`src/pfc_pkg.sv`:
```
package pfc_pkg;

    // letter and cell codes
    typedef logic [4:0] t_letter;
    typedef logic [4:0] t_cell;
    typedef logic [2:0] t_coord;

    localparam t_letter LTR_I    = 5'd8;
    localparam t_letter LTR_J    = 5'd9;
    localparam t_letter LTR_LAST = 5'd25;

    localparam int     NUM_CELLS = 25;
    localparam t_cell  CELL_LAST = 5'(NUM_CELLS - 1);
    localparam t_coord SIDE_LAST = 3'd4;

    // input function codes
    localparam logic [2:0] FN_KEY    = 3'd0;
    localparam logic [2:0] FN_FINISH = 3'd1;
    localparam logic [2:0] FN_PLAIN  = 3'd2;
    localparam logic [2:0] FN_END    = 3'd3;
    localparam logic [2:0] FN_CIPHER = 3'd4;

    // register indexes on the config port
    localparam logic REG_MERGE  = 1'b0;
    localparam logic REG_FILLER = 1'b1;

    localparam logic [3:0] MERGE_RESET  = 4'd8;
    localparam logic [4:0] FILLER_RESET = 5'd23;

    // command queue between front and back
    localparam int QUEUE_DEPTH = 4;
    localparam int QUEUE_PTR_W = $clog2(QUEUE_DEPTH);
    localparam int QUEUE_CNT_W = $clog2(QUEUE_DEPTH + 1);

    typedef enum logic [1:0] {
        OP_KEY,
        OP_FILL,
        OP_PAIR
    } t_op;

    typedef struct packed {
        t_op     op;
        t_letter a;
        t_letter b;
        logic    dec;
    } t_cmd;

    typedef struct packed {
        logic [3:0] merge;
        logic [4:0] filler;
    } t_cfg;

    // letter that stands for both i and j
    function automatic t_letter merged(input logic [3:0] m);
        return (m == 4'(LTR_J)) ? LTR_J : LTR_I;
    endfunction

    function automatic t_letter map_letter(input t_letter x, input logic [3:0] m);
        return (x == LTR_I || x == LTR_J) ? merged(m) : x;
    endfunction

    // i and j share one cell slot: 26 letters fold onto 25 slots
    function automatic t_cell fold(input t_letter x);
        return (x > LTR_I) ? t_cell'(x - 5'd1) : t_cell'(x);
    endfunction

    // letter of a folded slot, in alphabetical order
    function automatic t_letter slot_letter(input t_cell c, input logic [3:0] m);
        t_letter res;
        if (c < LTR_I) begin
            res = c;
        end else if (c == LTR_I) begin
            res = merged(m);
        end else begin
            res = c + 5'd1;
        end
        return res;
    endfunction

    function automatic t_coord cell_row(input t_cell p);
        t_coord r;
        if (p >= 5'd20) begin
            r = 3'd4;
        end else if (p >= 5'd15) begin
            r = 3'd3;
        end else if (p >= 5'd10) begin
            r = 3'd2;
        end else if (p >= 5'd5) begin
            r = 3'd1;
        end else begin
            r = 3'd0;
        end
        return r;
    endfunction

    function automatic t_coord cell_col(input t_cell p, input t_coord r);
        t_cell base;
        base = {r, 2'b00} + {2'b00, r};
        return t_coord'(p - base);
    endfunction

    // one step around the side, forward or back
    function automatic t_coord wrap_step(input t_coord v, input logic dec);
        t_coord res;
        if (dec) begin
            res = (v == 3'd0) ? SIDE_LAST : v - 3'd1;
        end else begin
            res = (v == SIDE_LAST) ? 3'd0 : v + 3'd1;
        end
        return res;
    endfunction

    function automatic t_cell cell_index(input t_coord r, input t_coord c);
        return {r, 2'b00} + {2'b00, r} + {2'b00, c};
    endfunction

endpackage

```
`src/pfc_in_if.sv`:
```
interface pfc_in_if import pfc_pkg::*; ();
    logic       valid;
    logic       ready;
    logic [2:0] func;
    t_letter    letter;

    modport source (output valid, output func, output letter, input ready);
    modport sink (input valid, input func, input letter, output ready);
endinterface

```
`src/pfc_out_if.sv`:
```
interface pfc_out_if import pfc_pkg::*; ();
    logic    valid;
    logic    ready;
    t_letter first_letter;
    t_letter second_letter;
    logic    is_decrypt;

    modport source (output valid, output first_letter, output second_letter,
                    output is_decrypt, input ready);
    modport sink (input valid, input first_letter, input second_letter,
                  input is_decrypt, output ready);
endinterface

```
`src/pfc_front.sv`:
```
module pfc_front import pfc_pkg::*; (
    input  logic      i_clk,
    input  logic      i_rst_n,
    pfc_in_if.sink    i_in,
    input  t_cfg      i_cfg,
    input  logic      i_full,
    output logic      o_push,
    output t_cmd      o_cmd
);

    logic    r_ready_sq, n_ready_sq;
    logic    r_held_v, n_held_v;
    t_letter r_held, n_held;

    logic    w_acc;
    logic    w_valid_l;
    t_letter w_x;
    t_letter w_held_m;
    t_letter w_fill;

    assign i_in.ready = !i_full;
    assign w_acc      = i_in.valid && !i_full;

    // letter folding and filler clamp
    always_comb begin
        w_valid_l = (i_in.letter <= LTR_LAST);
        w_x       = map_letter(i_in.letter, i_cfg.merge);
        w_held_m  = map_letter(r_held, i_cfg.merge);
        w_fill    = map_letter((i_cfg.filler > LTR_LAST) ? LTR_LAST : i_cfg.filler,
                               i_cfg.merge);
    end

    // classify the beat and pair up letters
    always_comb begin
        n_ready_sq = r_ready_sq;
        n_held_v   = r_held_v;
        n_held     = r_held;
        o_push     = 1'b0;
        o_cmd      = '{op: OP_PAIR, a: w_held_m, b: w_x, dec: 1'b0};
        if (w_acc) begin
            unique case (i_in.func) inside
                FN_KEY: begin
                    if (!r_ready_sq && w_valid_l) begin
                        o_push   = 1'b1;
                        o_cmd.op = OP_KEY;
                        o_cmd.a  = w_x;
                    end
                end
                FN_FINISH: begin
                    if (!r_ready_sq) begin
                        o_push     = 1'b1;
                        o_cmd.op   = OP_FILL;
                        n_ready_sq = 1'b1;
                    end
                end
                FN_PLAIN, FN_CIPHER: begin
                    if (r_ready_sq && w_valid_l) begin
                        if (!r_held_v) begin
                            n_held   = i_in.letter;
                            n_held_v = 1'b1;
                        end else if (i_in.func == FN_PLAIN && r_held == i_in.letter) begin
                            // doubled letter: pad, keep the new one held
                            o_push  = 1'b1;
                            o_cmd.b = w_fill;
                        end else begin
                            o_push    = 1'b1;
                            o_cmd.dec = (i_in.func == FN_CIPHER);
                            n_held_v  = 1'b0;
                        end
                    end
                end
                FN_END: begin
                    if (r_ready_sq && r_held_v) begin
                        o_push   = 1'b1;
                        o_cmd.b  = w_fill;
                        n_held_v = 1'b0;
                    end
                end
                default: begin
                end
            endcase
        end
    end

    always_ff @(posedge i_clk) begin
        if (!i_rst_n) begin
            r_ready_sq <= 1'b0;
            r_held_v   <= 1'b0;
            r_held     <= '0;
        end else begin
            r_ready_sq <= n_ready_sq;
            r_held_v   <= n_held_v;
            r_held     <= n_held;
        end
    end

endmodule

```
`src/pfc_queue.sv`:
```
module pfc_queue import pfc_pkg::*; (
    input  logic i_clk,
    input  logic i_rst_n,
    input  logic i_push,
    input  t_cmd i_cmd,
    output logic o_full,
    output logic o_valid,
    output t_cmd o_cmd,
    input  logic i_pop
);

    t_cmd                   r_mem [QUEUE_DEPTH];
    logic [QUEUE_PTR_W-1:0] r_wr, r_rd;
    logic [QUEUE_CNT_W-1:0] r_cnt;

    logic w_push, w_pop;

    assign o_full  = (r_cnt == QUEUE_CNT_W'(QUEUE_DEPTH));
    assign o_valid = (r_cnt != '0);
    assign o_cmd   = r_mem[r_rd];
    assign w_push  = i_push && !o_full;
    assign w_pop   = i_pop && o_valid;

    // pointers and fill level
    always_ff @(posedge i_clk) begin
        if (!i_rst_n) begin
            r_wr  <= '0;
            r_rd  <= '0;
            r_cnt <= '0;
        end else begin
            if (w_push) begin
                r_wr <= r_wr + 1'b1;
            end
            if (w_pop) begin
                r_rd <= r_rd + 1'b1;
            end
            r_cnt <= r_cnt + QUEUE_CNT_W'(w_push) - QUEUE_CNT_W'(w_pop);
        end
    end

    // entry storage
    always_ff @(posedge i_clk) begin
        if (w_push) begin
            r_mem[r_wr] <= i_cmd;
        end
    end

endmodule

```
`src/pfc_back.sv`:
```
module pfc_back import pfc_pkg::*; (
    input  logic       i_clk,
    input  logic       i_rst_n,
    input  logic [3:0] i_merge,
    input  logic       i_valid,
    input  t_cmd       i_cmd,
    output logic       o_pop,
    pfc_out_if.source  o_out
);

    localparam logic ST_IDLE = 1'b0;
    localparam logic ST_WALK = 1'b1;

    logic                 r_state;
    t_cell                r_walk;
    t_cell                r_fill;
    logic [NUM_CELLS-1:0] r_present;

    // square contents and the cell of each letter slot
    t_letter m_square [NUM_CELLS];
    t_cell   m_pos [NUM_CELLS];

    logic    r_v1, r_dec1;
    t_cell   r_pa, r_pb;
    logic    r_v2, r_dec2;
    t_letter r_first, r_second;

    logic    w_adv;
    logic    w_wr;
    t_cell   w_cell;
    t_letter w_letter;
    t_cell   w_key_cell;
    t_coord  w_ra, w_ca, w_rb, w_cb;
    t_cell   w_qa, w_qb;

    assign w_adv      = !r_v2 || o_out.ready;
    assign o_pop      = i_valid && (r_state == ST_IDLE) && w_adv;
    assign w_key_cell = fold(i_cmd.a);

    // square build: one key letter, or one slot of the finishing walk
    always_comb begin
        w_wr     = 1'b0;
        w_cell   = w_key_cell;
        w_letter = i_cmd.a;
        if (r_state == ST_WALK) begin
            w_cell   = r_walk;
            w_letter = slot_letter(r_walk, i_merge);
            w_wr     = !r_present[r_walk];
        end else if (o_pop && i_cmd.op == OP_KEY) begin
            w_wr = !r_present[w_key_cell] && (r_fill < 5'(NUM_CELLS));
        end
    end

    // build control
    always_ff @(posedge i_clk) begin
        if (!i_rst_n) begin
            r_state   <= ST_IDLE;
            r_walk    <= '0;
            r_fill    <= '0;
            r_present <= '0;
        end else begin
            if (w_wr) begin
                r_present[w_cell] <= 1'b1;
                r_fill            <= r_fill + 5'd1;
            end
            unique case (r_state)
                ST_IDLE: begin
                    if (o_pop && i_cmd.op == OP_FILL) begin
                        r_state <= ST_WALK;
                        r_walk  <= '0;
                    end
                end
                ST_WALK: begin
                    if (r_walk == CELL_LAST) begin
                        r_state <= ST_IDLE;
                    end else begin
                        r_walk <= r_walk + 5'd1;
                    end
                end
                default: r_state <= ST_IDLE;
            endcase
        end
    end

    // memory writes
    always_ff @(posedge i_clk) begin
        if (w_wr) begin
            m_square[r_fill] <= w_letter;
            m_pos[w_cell]    <= r_fill;
        end
    end

    // stage 1: look up the cells of both letters
    always_ff @(posedge i_clk) begin
        if (w_adv) begin
            r_pa   <= m_pos[fold(i_cmd.a)];
            r_pb   <= m_pos[fold(i_cmd.b)];
            r_dec1 <= i_cmd.dec;
        end
    end

    // row, column and rectangle rules
    always_comb begin
        w_ra = cell_row(r_pa);
        w_rb = cell_row(r_pb);
        w_ca = cell_col(r_pa, w_ra);
        w_cb = cell_col(r_pb, w_rb);
        if (w_ra == w_rb) begin
            w_qa = cell_index(w_ra, wrap_step(w_ca, r_dec1));
            w_qb = cell_index(w_rb, wrap_step(w_cb, r_dec1));
        end else if (w_ca == w_cb) begin
            w_qa = cell_index(wrap_step(w_ra, r_dec1), w_ca);
            w_qb = cell_index(wrap_step(w_rb, r_dec1), w_cb);
        end else begin
            w_qa = cell_index(w_ra, w_cb);
            w_qb = cell_index(w_rb, w_ca);
        end
    end

    // stage 2: read the result letters into the output register
    always_ff @(posedge i_clk) begin
        if (w_adv) begin
            r_first  <= m_square[w_qa];
            r_second <= m_square[w_qb];
            r_dec2   <= r_dec1;
        end
    end

    // stage valids
    always_ff @(posedge i_clk) begin
        if (!i_rst_n) begin
            r_v1 <= 1'b0;
            r_v2 <= 1'b0;
        end else if (w_adv) begin
            r_v1 <= o_pop && (i_cmd.op == OP_PAIR);
            r_v2 <= r_v1;
        end
    end

    assign o_out.valid         = r_v2;
    assign o_out.first_letter  = r_first;
    assign o_out.second_letter = r_second;
    assign o_out.is_decrypt    = r_dec2;

endmodule

```
`src/playfair_digraph_cipher.sv`:
```
// channel   dir  payload                                      beat when
// i_in      in   func[2:0], letter[4:0]                       valid && ready
// o_out     out  first_letter[4:0], second_letter[4:0],       valid && ready
//                is_decrypt
// config    in   apb: psel, penable, pwrite, paddr, pwdata    psel && penable && pwrite
//
// the front takes one beat per cycle while its four-entry command queue has room
// a pair result passes the stage 1 and stage 2 registers after its command leaves the queue
// key finish holds the back while it walks the 25 letter slots
// reset is synchronous, active low; no clearing pass, square cells are written before use
// a stalled output holds the back pipeline, then the queue, then i_in.ready
module playfair_digraph_cipher import pfc_pkg::*; (
    input  logic        i_clk,
    input  logic        i_rst_n,
    pfc_in_if.sink      i_in,
    pfc_out_if.source   o_out,
    input  logic        psel,
    input  logic        penable,
    input  logic        pwrite,
    input  logic [2:0]  paddr,
    input  logic [31:0] pwdata,
    output logic [31:0] prdata,
    output logic        pready
);

    t_cfg r_cfg;
    logic w_push, w_full, w_q_valid, w_pop;
    t_cmd w_push_cmd, w_q_cmd;

    assign pready = 1'b1;

    // config registers
    always_ff @(posedge i_clk) begin
        if (!i_rst_n) begin
            r_cfg.merge  <= MERGE_RESET;
            r_cfg.filler <= FILLER_RESET;
        end else if (psel && penable && pwrite) begin
            unique case (paddr[2])
                REG_MERGE:  r_cfg.merge  <= pwdata[3:0];
                REG_FILLER: r_cfg.filler <= pwdata[4:0];
                default: begin
                end
            endcase
        end
    end

    // register readback
    always_comb begin
        unique case (paddr[2])
            REG_MERGE:  prdata = {28'd0, r_cfg.merge};
            REG_FILLER: prdata = {27'd0, r_cfg.filler};
            default:    prdata = '0;
        endcase
    end

    pfc_front u_front (
        .i_clk   (i_clk),
        .i_rst_n (i_rst_n),
        .i_in    (i_in),
        .i_cfg   (r_cfg),
        .i_full  (w_full),
        .o_push  (w_push),
        .o_cmd   (w_push_cmd)
    );

    pfc_queue u_queue (
        .i_clk   (i_clk),
        .i_rst_n (i_rst_n),
        .i_push  (w_push),
        .i_cmd   (w_push_cmd),
        .o_full  (w_full),
        .o_valid (w_q_valid),
        .o_cmd   (w_q_cmd),
        .i_pop   (w_pop)
    );

    pfc_back u_back (
        .i_clk   (i_clk),
        .i_rst_n (i_rst_n),
        .i_merge (r_cfg.merge),
        .i_valid (w_q_valid),
        .i_cmd   (w_q_cmd),
        .o_pop   (w_pop),
        .o_out   (o_out)
    );

endmodule
```
`src/flat_wrapper.sv`:
```
// flat-port wrapper written by rule: the top's interface ports become plain ports
module playfair_digraph_cipher_flat import pfc_pkg::*;
  (i_clk, i_rst_n, psel, penable, pwrite, paddr, pwdata, prdata, pready, i_in_valid, i_in_func, i_in_letter, i_in_ready, o_out_valid, o_out_first_letter, o_out_second_letter, o_out_is_decrypt, o_out_ready);
  pfc_in_if i_in_i ();
  pfc_out_if o_out_i ();
  input  logic i_clk;
  input  logic i_rst_n;
  input  logic psel;
  input  logic penable;
  input  logic pwrite;
  input  logic [2:0] paddr;
  input  logic [31:0] pwdata;
  output logic [31:0] prdata;
  output logic pready;
  input wire logic [$bits(i_in_i.valid)-1:0] i_in_valid;
  input wire logic [$bits(i_in_i.func)-1:0] i_in_func;
  input wire logic [$bits(i_in_i.letter)-1:0] i_in_letter;
  output wire logic [$bits(i_in_i.ready)-1:0] i_in_ready;
  output wire logic [$bits(o_out_i.valid)-1:0] o_out_valid;
  output wire logic [$bits(o_out_i.first_letter)-1:0] o_out_first_letter;
  output wire logic [$bits(o_out_i.second_letter)-1:0] o_out_second_letter;
  output wire logic [$bits(o_out_i.is_decrypt)-1:0] o_out_is_decrypt;
  input wire logic [$bits(o_out_i.ready)-1:0] o_out_ready;
  assign i_in_i.valid = i_in_valid;
  assign i_in_i.func = i_in_func;
  assign i_in_i.letter = i_in_letter;
  assign i_in_ready = i_in_i.ready;
  assign o_out_valid = o_out_i.valid;
  assign o_out_first_letter = o_out_i.first_letter;
  assign o_out_second_letter = o_out_i.second_letter;
  assign o_out_is_decrypt = o_out_i.is_decrypt;
  assign o_out_i.ready = o_out_ready;
  playfair_digraph_cipher u_core (.i_clk(i_clk), .i_rst_n(i_rst_n), .i_in(i_in_i), .o_out(o_out_i), .psel(psel), .penable(penable), .pwrite(pwrite), .paddr(paddr), .pwdata(pwdata), .prdata(prdata), .pready(pready));
endmodule
```
`config.mk`:
```
export PLATFORM = sky130hd
export DESIGN_NAME = playfair_digraph_cipher_flat
export DESIGN_NICKNAME = d
export VERILOG_FILES = /design/src/pfc_pkg.sv /design/src/pfc_in_if.sv /design/src/pfc_out_if.sv /design/src/pfc_front.sv /design/src/pfc_queue.sv /design/src/pfc_back.sv /design/src/playfair_digraph_cipher.sv /design/src/flat_wrapper.sv
export SDC_FILE = /design/constraint.sdc
export NUM_CORES = 1
export LEC_CHECK = 0
export ABC_AREA = 1
export BUFFER_PORTS_ARGS = -buffer_cell sky130_fd_sc_hd__buf_2
export CELL_PAD_IN_SITES_DETAIL_PLACEMENT = 0
export CELL_PAD_IN_SITES_GLOBAL_PLACEMENT = 2
export CORE_UTILIZATION = 40
export CTS_CLUSTER_DIAMETER = 100
export DETAILED_ROUTE_END_ITERATION = 16
export HOLD_SLACK_MARGIN = 0.03
export PLACE_DENSITY = 0.8
export SLEW_MARGIN = 10
export SYNTH_ARGS = -nofsm -noshare
export SYNTH_HDL_FRONTEND = slang
export SYNTH_SLANG_ARGS = --single-unit
```
`constraint.sdc`:
```
create_clock -name i_clk -period 12.5 [get_ports i_clk]
set_input_delay 2.5 -clock i_clk [delete_from_list [all_inputs] [get_ports i_clk]]
set_output_delay 2.5 -clock i_clk [all_outputs]
set_load 0.05 [all_outputs]
```
# Yosys cells after proc, flatten, opt, wreduce, memory -nomap -nowiden
# Memory sizes are Yosys's and may differ from the RTL's. A register that Yosys moved wholly into a read port is not among the register bits.
# Index checks and enable logic that the tools add are counted.
[word_totals] ff_bits=63 mem_bits_rw=302 input_bits=50 out_inout_bits=46 word_cells=222 n_memories=3
[op_classes] add_sub_neg=28 magnitude_cmp=18 eq_ne=27 n_mux=86 bitwise_logic=4 reduce_logical=40
[mem_list] name="u_core.u_back.m_pos" words=25 width=5 read_ports=2 rd_clocked_by_memory_dff=2 wr=1 line_no="pfc_back.sv:21" source="t_cell m_pos [NUM_CELLS];"
[mem_list] name="u_core.u_back.m_square" words=25 width=5 read_ports=2 rd_clocked_by_memory_dff=2 wr=1 line_no="pfc_back.sv:20" source="t_letter m_square [NUM_CELLS];"
[mem_list] name="u_core.u_queue.r_mem" words=4 width=13 read_ports=1 rd_clocked_by_memory_dff=1 wr=1 line_no="pfc_queue.sv:12" source="t_cmd r_mem [QUEUE_DEPTH];"
[op_table] operator="$mux 5" count=19
[op_table] operator="$pmux 32 s2" count=1
[op_table] operator="$mux 3" count=20
[op_table] operator="$add 5x3->5" count=10
[op_table] operator="$eq 5x4->1 const B" count=7
[op_table] operator="$mux 1" count=26
[op_table] operator="$or 25x25->25" count=1
[op_table] operator="$ge 5x4->1 const B" count=4
[op_table] operator="$pmux 5 s2" count=2
[op_table] operator="$eq 3x3->1 const B" count=6
[op_table] operator="$lt 5x6->1 const B" count=3
[op_table] operator="$logic_and 1x1->1" count=16
[op_table] operator="$logic_not 3->1" count=5
[op_table] operator="$mux 2" count=7
[op_table] operator="$mux 13" count=1
[op_table] operator="$add 3x1->3 const B" count=4
[op_table] operator="$mux 6" count=2
[op_table] operator="$sub 3x1->3 const B" count=4
[op_table] operator="$add 5x1->5 const B" count=2
[op_table] operator="$bmux 1 s5" count=2
[op_table] operator="$ge 5x3->1 const B" count=2
[op_table] operator="$ge 5x5->1 const B" count=2
[op_table] operator="$gt 5x4->1 const B" count=2
[op_table] operator="$sub 5x1->5 const B" count=2
[op_table] operator="33 further kinds" count=53

# Longest topological paths before layout
[logic_depth] ltp_word=14 mapped_depth=31 ltp_nobuf=30

# Hierarchy
# Synthesis repeated with hierarchy kept, for this count alone.
[hier_totals] hier_cells=2557 area_unflattened_um2=21953.6
[by_module_without_submodules] mod="pfc_back" n_inst=1 cells_each=2116 area_each_um2=17998.5 seq_area_each_um2=8928.6
[by_module_without_submodules] mod="pfc_queue" n_inst=1 cells_each=194 area_each_um2=2486.1 seq_area_each_um2=1741.7
[by_module_without_submodules] mod="pfc_front" n_inst=1 cells_each=149 area_each_um2=800.8 seq_area_each_um2=140.1
[by_module_without_submodules] mod="playfair_digraph_cipher" n_inst=1 cells_each=98 area_each_um2=668.1 seq_area_each_um2=180.2

# Least setup slack after synthesis
# OpenSTA, ideal clock, no wires.
[synth_timing] path_type="input -> output" startpoint="input port paddr[2]" endpoint="output port prdata[1]" arrival_ps=3648 t_required_ps=10000 slack_ps=6352 stages=2 path_buffers=0 cell_sequence="inv_1 -> o21ai_0"
[synth_between] elab_chain_cells=2
[synth_lines] element="from (decl)" line_no="flat_wrapper.sv:11" source="input logic [2:0] paddr;"
[synth_lines] element="$not 1->1 (no line)"
[synth_lines] element="$pmux 32 s2 (*)" line_no="playfair_digraph_cipher.sv:49" source="unique case (paddr[2])"
[synth_lines] element="to (decl)" line_no="flat_wrapper.sv:13" source="output logic [31:0] prdata;"
# Mark *: on every way between the ends. The rest lies on a longest branch, timed or not. The select of a mux whose other input is x is not followed.

# Final worst setup path
[layout_timing] startpoint="register u_core.u_back.r_pb[1] (read register of u_core.u_back.m_pos)" endpoint="register u_core.u_back.r_second[1], in the netlist u_core.u_back.o_out.second_letter[1] (read register of u_core.u_back.m_square) (data pin)"
[layout_between] elab_chain_cells=14 elab_cells_between_ends=35 cone_classes="add/sub (10); order compare (4); eq/ne (4); mux (15); reduce/logical (2)"
[layout_lines] element="from (decl)" line_no="pfc_back.sv:24" source="t_cell r_pa, r_pb;"
[layout_lines] element="branches (longest 13 deep; another with $ge 5x3->1)"
[layout_lines] element="$mux 5 (*)" line_no="pfc_back.sv:108" source="if (w_ra == w_rb) begin"
[layout_lines] element="to (decl)" line_no="pfc_back.sv:26" source="t_letter r_first, r_second;"
# Every way passes the cells marked *. The select of a mux whose other input is x is not followed.
# A chain may end at the register's enable or synchronous reset.

==> qor.yml <==
cts_tree: "done"
crit_required_ns: 12.83
wire_per_inst_um: 19.65
critPathMaxFanout: 57
finalCritPeriodShare: 0.4709
synth_area_per_cell_um2: 8.657
final_nets: 2696
synth_ff_type: "edfxtp_1"
skew_ns: 0.02469
die_h_um: 239.1
ys_seq_area_frac: 0.4887
cts-root-buf: "clkbuf_16"
hold_buffers: 0
status: "complete, no violations"
mostFrequentLayoutCell: "nand2_1"
cap_violations: 0
slew_headroom: 0.1852
netlist_area_um2: 22490
core_area_um2: 55310
postCtsSetupRepairBufs: 0
ios: 96
rsz0062_at_grt: "false"
area_delta_synth_final_pct: 8.501
clock_latency_ns: 0.58
antenna_found_initial: 0
mostFrequentLayoutCells: "568 x nand2_1, 360 x nand3_1, 333 x inv_1, 324 x edfxtp_1, 170 x o21ai_0"
vias: 17890
final-setup-viol-count: 0
cts.path.max_buffers: 3
grt_max_degree: 70
grt_pass1_wl_um: 101100
syn_inst: 2598
portBuffers: 38
finalSetupTns_ns: 0
synth-edff-count: 324
start_util: 0.4066
critical_path_class: "reg2reg"
drt_iter0_markers: 1381
worst_pin_slew_ns: 1.218
ys_ff_latch: 387
end_kind: "flip-flop"
grt_overflow: 0
routed_via_density: 5.317
slew_violations: 0
gp_congestion: 0.8066
final_antenna_net_count: 0
fp.dieArea_um2: 57180
drt-pass1-iter-count: 5
post-route-min-period_ns: 5.887
routed_wl_um: 66090
worst_setup_path_start_kind: "flip-flop"
cts.clk_slew.worst_paths_ns: 0.06
cts_made_buffers: 45
drive_gt1_frac: 0.09748
htree_num_levels: 2
grt_usage: 0.2323
yosysUniqueCellTypes: 64
cts_resized: 0
dp_hpwl_um: 42210
die_x_um: 239.1
timing.fmax_mhz: 169.9
hold_viol: 0
worstHoldPathType: "reg2reg"
fp-row-count: 86
yosys_warnings: 0
crit_arrival_ns: 6.21
remaining_drc_errors: 0
insertedDiodeCount: 0
synth-async-reset-ratio: 0
clock_sinks: 387
grt_pass1_vias: 17250
-- cell type report --
type	instances	area, um2
Clock buffer	57	1192
Clock inverter	22	207.7
Fill cell	5509	30910
Inverter	351	1330
Multi-Input combinational cell	1741	9404
Sequential cell	387	10990
Tap cell	748	935.9
Timing Repair Buffer	58	340.3
-- per-layer routing --
layer	global-route usage	part of all wire
met5	0	0
met3	0.02887	0.060
met1	0.3162	0.45
met2	0.3906	0.48
met4	0.05808	0.019
-- critical path, stage by stage (launching register included) --
cell and delay (ns):
edfxtp_1 0.47, a21oi_1 0.24, nand3_2 0.13, nand2_2 0.15, nand2_2 0.12, inv_1 0.20, ha_1 0.18, inv_1 0.05
fa_1 0.60, inv_1 0.17, nand2_1 0.06, a21oi_1 0.63, nand3_4 0.28, nand2_1 0.12, nand3_1 0.56, nand2_2 0.20
buf_4 0.66, nand2_1 0.12, nand3_1 0.12, nand3_1 0.11, nand3_1 0.22, nand2_1 0.10, nand2_1 0.07, nand2_1 0.07
-- logic make-up after synthesis --
family                     count (synthesis)  share of synthesized area
other                                      2                  0.0003339
DFF                                      387                     0.4887
muxes                                      1                  0.0005007
xor gates and xnor gates                  27                    0.01202
adders and majority gates                 62                    0.03816
buffers and inverters                    496                     0.1000
and+or+nand+nor                         1206                     0.2478
AOI/OAI and AO/OA                        417                     0.1124
-- registers in the layout, indices dropped and copies added, names as in the netlist, 2 cells and up, named ones only --
register / flops
u_core.u_queue.r_wr: 2
u_core.u_back.r_fill: 5
u_core.r_cfg: 9
u_core.u_back.m_square: 125
u_core.u_back.r_walk: 5
u_core.u_back.r_pb: 5
u_core.u_back.o_out.first_letter: 5
u_core.u_queue.r_mem: 52
u_core.u_queue.r_rd: 2
u_core.u_queue.r_cnt: 3
u_core.u_back.r_present: 25
u_core.u_back.o_out.second_letter: 5
u_core.u_front.r_held: 5
u_core.u_back.r_pa: 5
u_core.u_back.m_pos: 125
-- per-stage QoR --
stage | cells | hold slack [ns] | utilization | setup WS [ns] | cell area, um2
final | 3364 | 0.4680 | 0.4412 | 6.613 | 24400
after global routing | 3364 | 0.4997 | 0.4412 | 6.168 | 24400
after CTS | 3364 | 0.4735 | 0.4409 | 6.597 | 24390
after detailed placement | 3285 | 0.4629 | 0.4156 | 6.406 | 22990
after global placement | 3285 | 0.4544 | 0.4156 | 6.427 | 22990
after floorplan | 2624 | 0.4244 | - | 6.352 | 22590
-- cells in the mapped netlist (all sizes together) (2+ instances only) --
cell type,count,area (um2)
nand2,623,2688
nand3,375,1989
inv,347,1315
edfxtp,324,9729
o21ai,194,1042
nor2,171,661.9
a21oi,114,649.4
buf,96,735.7
dfxtp,63,1261
o211ai,52,390.4
ha,51,638.1
clkbuf,49,183.9
xor2,19,192.7
o22ai,16,100.1
nand4,12,75.07
fa,11,220.2
o221ai,10,87.58
or2,9,58.81
xnor2,8,77.58
nor3,7,35.03
o21a,5,37.54
a211oi,4,30.03
a21o,4,30.03
clkinv,4,15.01
nor4,4,25.02
a221oi,3,26.28
a31oi,2,12.51
a32o,2,20.02
a32oi,2,25.03
conb,2,7.510
nand3b,2,15.01
nor2b,2,17.52
o211a,2,20.02
o21bai,2,15.01
o32ai,2,17.52
-- final timing paths --
path,cells past startpoint,to,start,slack (ns)
worst max-delay path,23,u_core.u_back.o_out.second_letter[1],u_core.u_back.r_pb[1],6.61
worst min-delay path,2,flip-flop,u_core.u_queue.r_rd[1],0.47
worst max register to register,23,u_core.u_back.o_out.second_letter[1],u_core.u_back.r_pb[1],6.61
worst min register to register,2,flip-flop,u_core.u_queue.r_rd[1],0.47
Power is not shown: default switching activity piles up to over one toggle a cycle in this logic, so the estimate is an artifact.
